**src/hw/rtl/bndm_ram.sv**
```systemverilog
// ----------------------------------------------------------------------------
// bndm_ram
// Generic single-write, single-read RAM with registered read data.
// ----------------------------------------------------------------------------
module bndm_ram #(
    parameter int WIDTH = 8,
    parameter int DEPTH = 64
) (
    input  logic                     i_clk,
    input  logic                     i_we,
    input  logic [$clog2(DEPTH)-1:0] i_waddr,
    input  logic [WIDTH-1:0]         i_wdata,
    input  logic                     i_re,
    input  logic [$clog2(DEPTH)-1:0] i_raddr,
    output logic [WIDTH-1:0]         o_rdata
);

    logic [WIDTH-1:0] r_mem [DEPTH];
    logic [WIDTH-1:0] r_rdata;

    always_ff @(posedge i_clk) begin
        if (i_we) begin
            r_mem[i_waddr] <= i_wdata;
        end
        if (i_re) begin
            r_rdata <= r_mem[i_raddr];
        end
    end

    assign o_rdata = r_rdata;

endmodule

```
**config.mk**
```make
export PLATFORM = sky130hd
export DESIGN_NAME = bndm_ram
export DESIGN_NICKNAME = d
export VERILOG_FILES = /design/src/hw/rtl/bndm_ram.sv
export SDC_FILE = /design/constraint.sdc
export NUM_CORES = 1
export LEC_CHECK = 0
export ABC_AREA = 0
export BUFFER_PORTS_ARGS = -buffer_cell sky130_fd_sc_hd__buf_4
export CAP_MARGIN = 40
export CORE_UTILIZATION = 55
export CTS_BUF_LIST = sky130_fd_sc_hd__clkbuf_4 sky130_fd_sc_hd__clkbuf_8
export DETAILED_ROUTE_END_ITERATION = 12
export PLACE_DENSITY = 0.7
export REMOVE_ABC_BUFFERS = 1
export SYNTH_ARGS = -nofsm -noshare
export SYNTH_HDL_FRONTEND = slang
export SYNTH_SLANG_ARGS = --single-unit
export TNS_END_PERCENT = 1
```
**constraint.sdc**
```tcl
create_clock -name i_clk -period 3.2 [get_ports i_clk]
set_input_delay 0 -clock i_clk [delete_from_list [all_inputs] [get_ports i_clk]]
set_output_delay 0 -clock i_clk [all_outputs]
set_load 0.005 [all_outputs]
```
==> results.rst <==
.. list-table::
   :header-rows: 1

   * - Metric
     - Value
   * - Hold/Removal Path Class
     - in -> reg
   * - Timing-limited maximum frequency
     - 444 MHz
   * - Total I/O pin count
     - 31
   * - Overall die area
     - 37600 um^2
   * - Critical Path Source Type
     - flip-flop
   * - Remaining global-route overflow
     - 0
   * - Critical path peak fanout
     - 1
   * - Hold-fix buffers at CTS
     - 14
   * - Cell count of the worst reg-to-reg path
     - 5
   * - Power after layout
     - 13700 uW
   * - Most used DFF post-synth
     - sky130_fd_sc_hd__edfxtp_1
   * - Final worst-path cycle share
     - 70.4%
   * - Antenna violations before repair
     - 0
   * - Share of the yosys chip area belonging to registers
     - 77.1%
   * - Area growth syn-to-layout
     - 12.5%
   * - Quantity of gates resized following cts
     - 0
   * - FF+latch count, synth
     - 520
   * - Remaining antenna violation count
     - 0
   * - Worst Setup Path Type
     - reg -> reg
   * - Count of fill cells added during filler insertion
     - 2438
   * - CTS tree
     - yes
   * - Worst rel slew slack
     - 38.7%
   * - Core Rows
     - 69
   * - WP data required
     - 3.55 ns
   * - Number of CTS-inserted buffers
     - 80
   * - Power density cells
     - 602 nW/um^2
   * - Async SR Flop Fraction
     - 0%
   * - Number of enable flip-flop cells after synthesis
     - 520
   * - Largest net degree at the start of global routing
     - 65
   * - First-pass GRT wire length
     - 65900 um
   * - Post-synthesis cell type count
     - 39
   * - Port-buffer cells
     - 30
   * - Layout cells sized above 1
     - 30.0%
   * - Nature of the critical path endpoint
     - flip-flop
   * - Clock buffer depth
     - 3
   * - All-Layer GR Usage
     - 24.3%
   * - Number of sinks driven by the clock tree
     - 520
   * - Share of the synthesized area in the top cell type
     - 77.1%
   * - Total number of vias
     - 9897
   * - Min Clock Period, post-route
     - 2.25 ns
   * - Total routed wirelength
     - 43700 um
   * - Antenna diode instance count
     - 0
   * - Static leakage power
     - 0.00721 uW
   * - First drt pass iteration count
     - 5
   * - Starting Density
     - 56.4%
   * - Result of the run
     - finished clean
   * - HPWL after detailed placement
     - 25800 um
   * - Die boundary width
     - 194 um
   * - Clock latency at the later pin of the worst-skew pair
     - 0.63 ns
   * - Number of cells on the critical path
     - 5
   * - Unrepaired setup endpoints after global routing
     - false
   * - Number of instances in the synthesized netlist
     - 940
   * - Via count of the first global-routing pass
     - 10200
   * - Post-route clock skew
     - 0.0265 ns
   * - Yosys warning count
     - 0
   * - Core box area
     - 35900 um^2
   * - Die Y
     - 194 um
   * - Worst hold stages
     - 3
   * - Main area contributors after synthesis
     - sky130_fd_sc_hd__edfxtp_1 (77%), sky130_fd_sc_hd__mux4_2 (14%), sky130_fd_sc_hd__nor2_1 (1.5%), sky130_fd_sc_hd__mux2i_1 (1.1%), sky130_fd_sc_hd__mux2_2 (0.72%)
   * - Clock transition at the registers of the reported paths
     - 0.06 ns
   * - Final hold violation count
     - 0
   * - Most numerous cell in the Yosys netlist
     - sky130_fd_sc_hd__edfxtp_1
   * - Clock root cell
     - sky130_fd_sc_hd__clkbuf_8
   * - Routability Congestion
     - 0.803
   * - Detailed-route wire length per cell
     - 27.7 um
   * - Max-slew violation total from the final report
     - 0
   * - Slowest stage cell on the critical path
     - sky130_fd_sc_hd__mux4_2
   * - Worst hold margin
     - 0.0348 ns
   * - Layout Nets
     - 1076
   * - List of cells traversed by the critical path
     - mux4_2 > mux2_2 > o221a_2 > nor3_1 > o32ai_1
   * - Routed vias/inst
     - 6.28
   * - Post-route DRC violation count
     - 0
   * - Transition time of the tightest slew-check pin
     - 0.916 ns
   * - Max-cap viol count
     - 0
   * - Cell type with the highest aggregate area in the netlist
     - sky130_fd_sc_hd__edfxtp_1
   * - Buffers inserted during post-CTS setup optimization
     - 0
   * - Area of the mapped netlist
     - 20200 um^2
   * - Final design utilization
     - 63.4%
   * - Number of DRC markers after the initial detailed-route iteration
     - 1002
   * - Average footprint of a synthesized cell
     - 21.5 um^2
   * - Placed cell area
     - 21100 um^2
   * - Data arrival at the endpoint of the critical path
     - 2.60 ns
   * - Final TNS setup
     - 0 ns
   * - Family with the most delay on the worst path
     - multiplexers
   * - Count of final setup violators
     - 0
   * - Peak VDD IR
     - 0.397 mV
   * - Delay of the slowest critical-path stage
     - 0.48 ns
   * - Non-Filler Cell Area, Final
     - 22800 um^2
   * - Buffers and inverters on the worst path
     - 0
   * - Total number of H-tree levels
     - 3
   * - Most instantiated cells after synthesis
     - sky130_fd_sc_hd__edfxtp_1 (520), sky130_fd_sc_hd__mux4_2 (126), sky130_fd_sc_hd__nor2_1 (83)
[kinds of logic after synthesis]
family | Yosys count | synth area share, %
flip-flops | 520 | 77.1
buffers and inverters | 51 | 1.56
AND/OR/NAND/NOR | 153 | 3.37
multiplexers | 162 | 15.9
AO/OA/AOI/OAI | 54 | 2.06
[sequential cells by signal, indices dropped and copies added, names as in the netlist]
register,cells
r_mem,512
o_rdata,8
[layout make-up]
cell class,count,area [um^2],share of cell area (%)
clock buffers,108,1330,5.84
clock inverters,37,244,1.07
multi-input cells,369,4320,18.9
flip-flops and latches,520,15600,68.6
well taps,461,577,2.53
repair buffers,82,694,3.05
[worst paths after layout]
check / from / slack, ns / endpoint
max: r_mem[21][6] / 0.95 / o_rdata[6]
min: i_we / 0.03 / r_mem[51][5]
max reg2reg: r_mem[21][6] / 0.95 / o_rdata[6]
min reg2reg: r_mem[30][4] / 0.93 / o_rdata[4]
[cells in the final DEF, fill, tap and decap left out, types with 2 or more instances in the layout]
cell type and n:
sky130_fd_sc_hd__o221a_2 2, sky130_fd_sc_hd__o22ai_1 8, sky130_fd_sc_hd__o221ai_1 8, sky130_fd_sc_hd__mux2_2 13, sky130_fd_sc_hd__clkbuf_4 25, sky130_fd_sc_hd__a22oi_1 3
sky130_fd_sc_hd__nand4_1 2, sky130_fd_sc_hd__o21ai_1 2, sky130_fd_sc_hd__nor2b_1 14, sky130_fd_sc_hd__dlygate4sd3_1 14, sky130_fd_sc_hd__nor4_1 2, sky130_fd_sc_hd__a211oi_1 4
sky130_fd_sc_hd__clkinv_1 19, sky130_fd_sc_hd__clkinvlp_4 3, sky130_fd_sc_hd__nand3_1 13, sky130_fd_sc_hd__a2111oi_0 2, sky130_fd_sc_hd__clkbuf_8 84, sky130_fd_sc_hd__nand3b_1 3
sky130_fd_sc_hd__nand2_1 19, sky130_fd_sc_hd__a21oi_1 3, sky130_fd_sc_hd__a221oi_1 6, sky130_fd_sc_hd__mux4_2 126, sky130_fd_sc_hd__edfxtp_1 520, sky130_fd_sc_hd__buf_12 3
sky130_fd_sc_hd__bufinv_16 3, sky130_fd_sc_hd__o32ai_1 2, sky130_fd_sc_hd__o21a_1 2, sky130_fd_sc_hd__nand2b_1 7, sky130_fd_sc_hd__o2bb2ai_1 3, sky130_fd_sc_hd__buf_4 64
sky130_fd_sc_hd__clkinv_2 12, sky130_fd_sc_hd__o41ai_1 2, sky130_fd_sc_hd__nor2_1 83, sky130_fd_sc_hd__o21ai_0 2, sky130_fd_sc_hd__mux2i_1 23, sky130_fd_sc_hd__o2111ai_1 3
sky130_fd_sc_hd__nor3_1 7
[metal layers]
metal	routed length (um)	global-route usage [%]	vias up
met2	21200	37.7	473
met5	0	0	-
met1	17700	33.8	5176
li1	-	-	4170
met4	1370	9.88	0
met3	3470	5.90	78
[where the power goes]
| group | leakage [uW] | internal (uW) | switching (uW) | total [uW] |
|---|---|---|---|---|
| clock network | 0.000831 | 2940 | 2480 | 5430 |
| registers | 0.00469 | 7560 | 19.8 | 7580 |
| logic | 0.00170 | 278 | 422 | 700 |
[per-stage QoR]
stage	worst slack [ns]	std cells
6_report	0.948	1577
3_5_place_dp	0.652	1418
4_1_cts	0.968	1577
5_1_grt	0.985	1577
2_1_floorplan	1.38	889
3_3_place_gp	0.628	1408
[worst register-to-register path, delay by kind of cell (launching register included)]
family          cells  cell delay, ns
compound gates      2            0.44
flops               1            0.37
simple gates        1            0.41
mux                 2            0.77
Note: power is estimated with default switching activity, not from simulation.
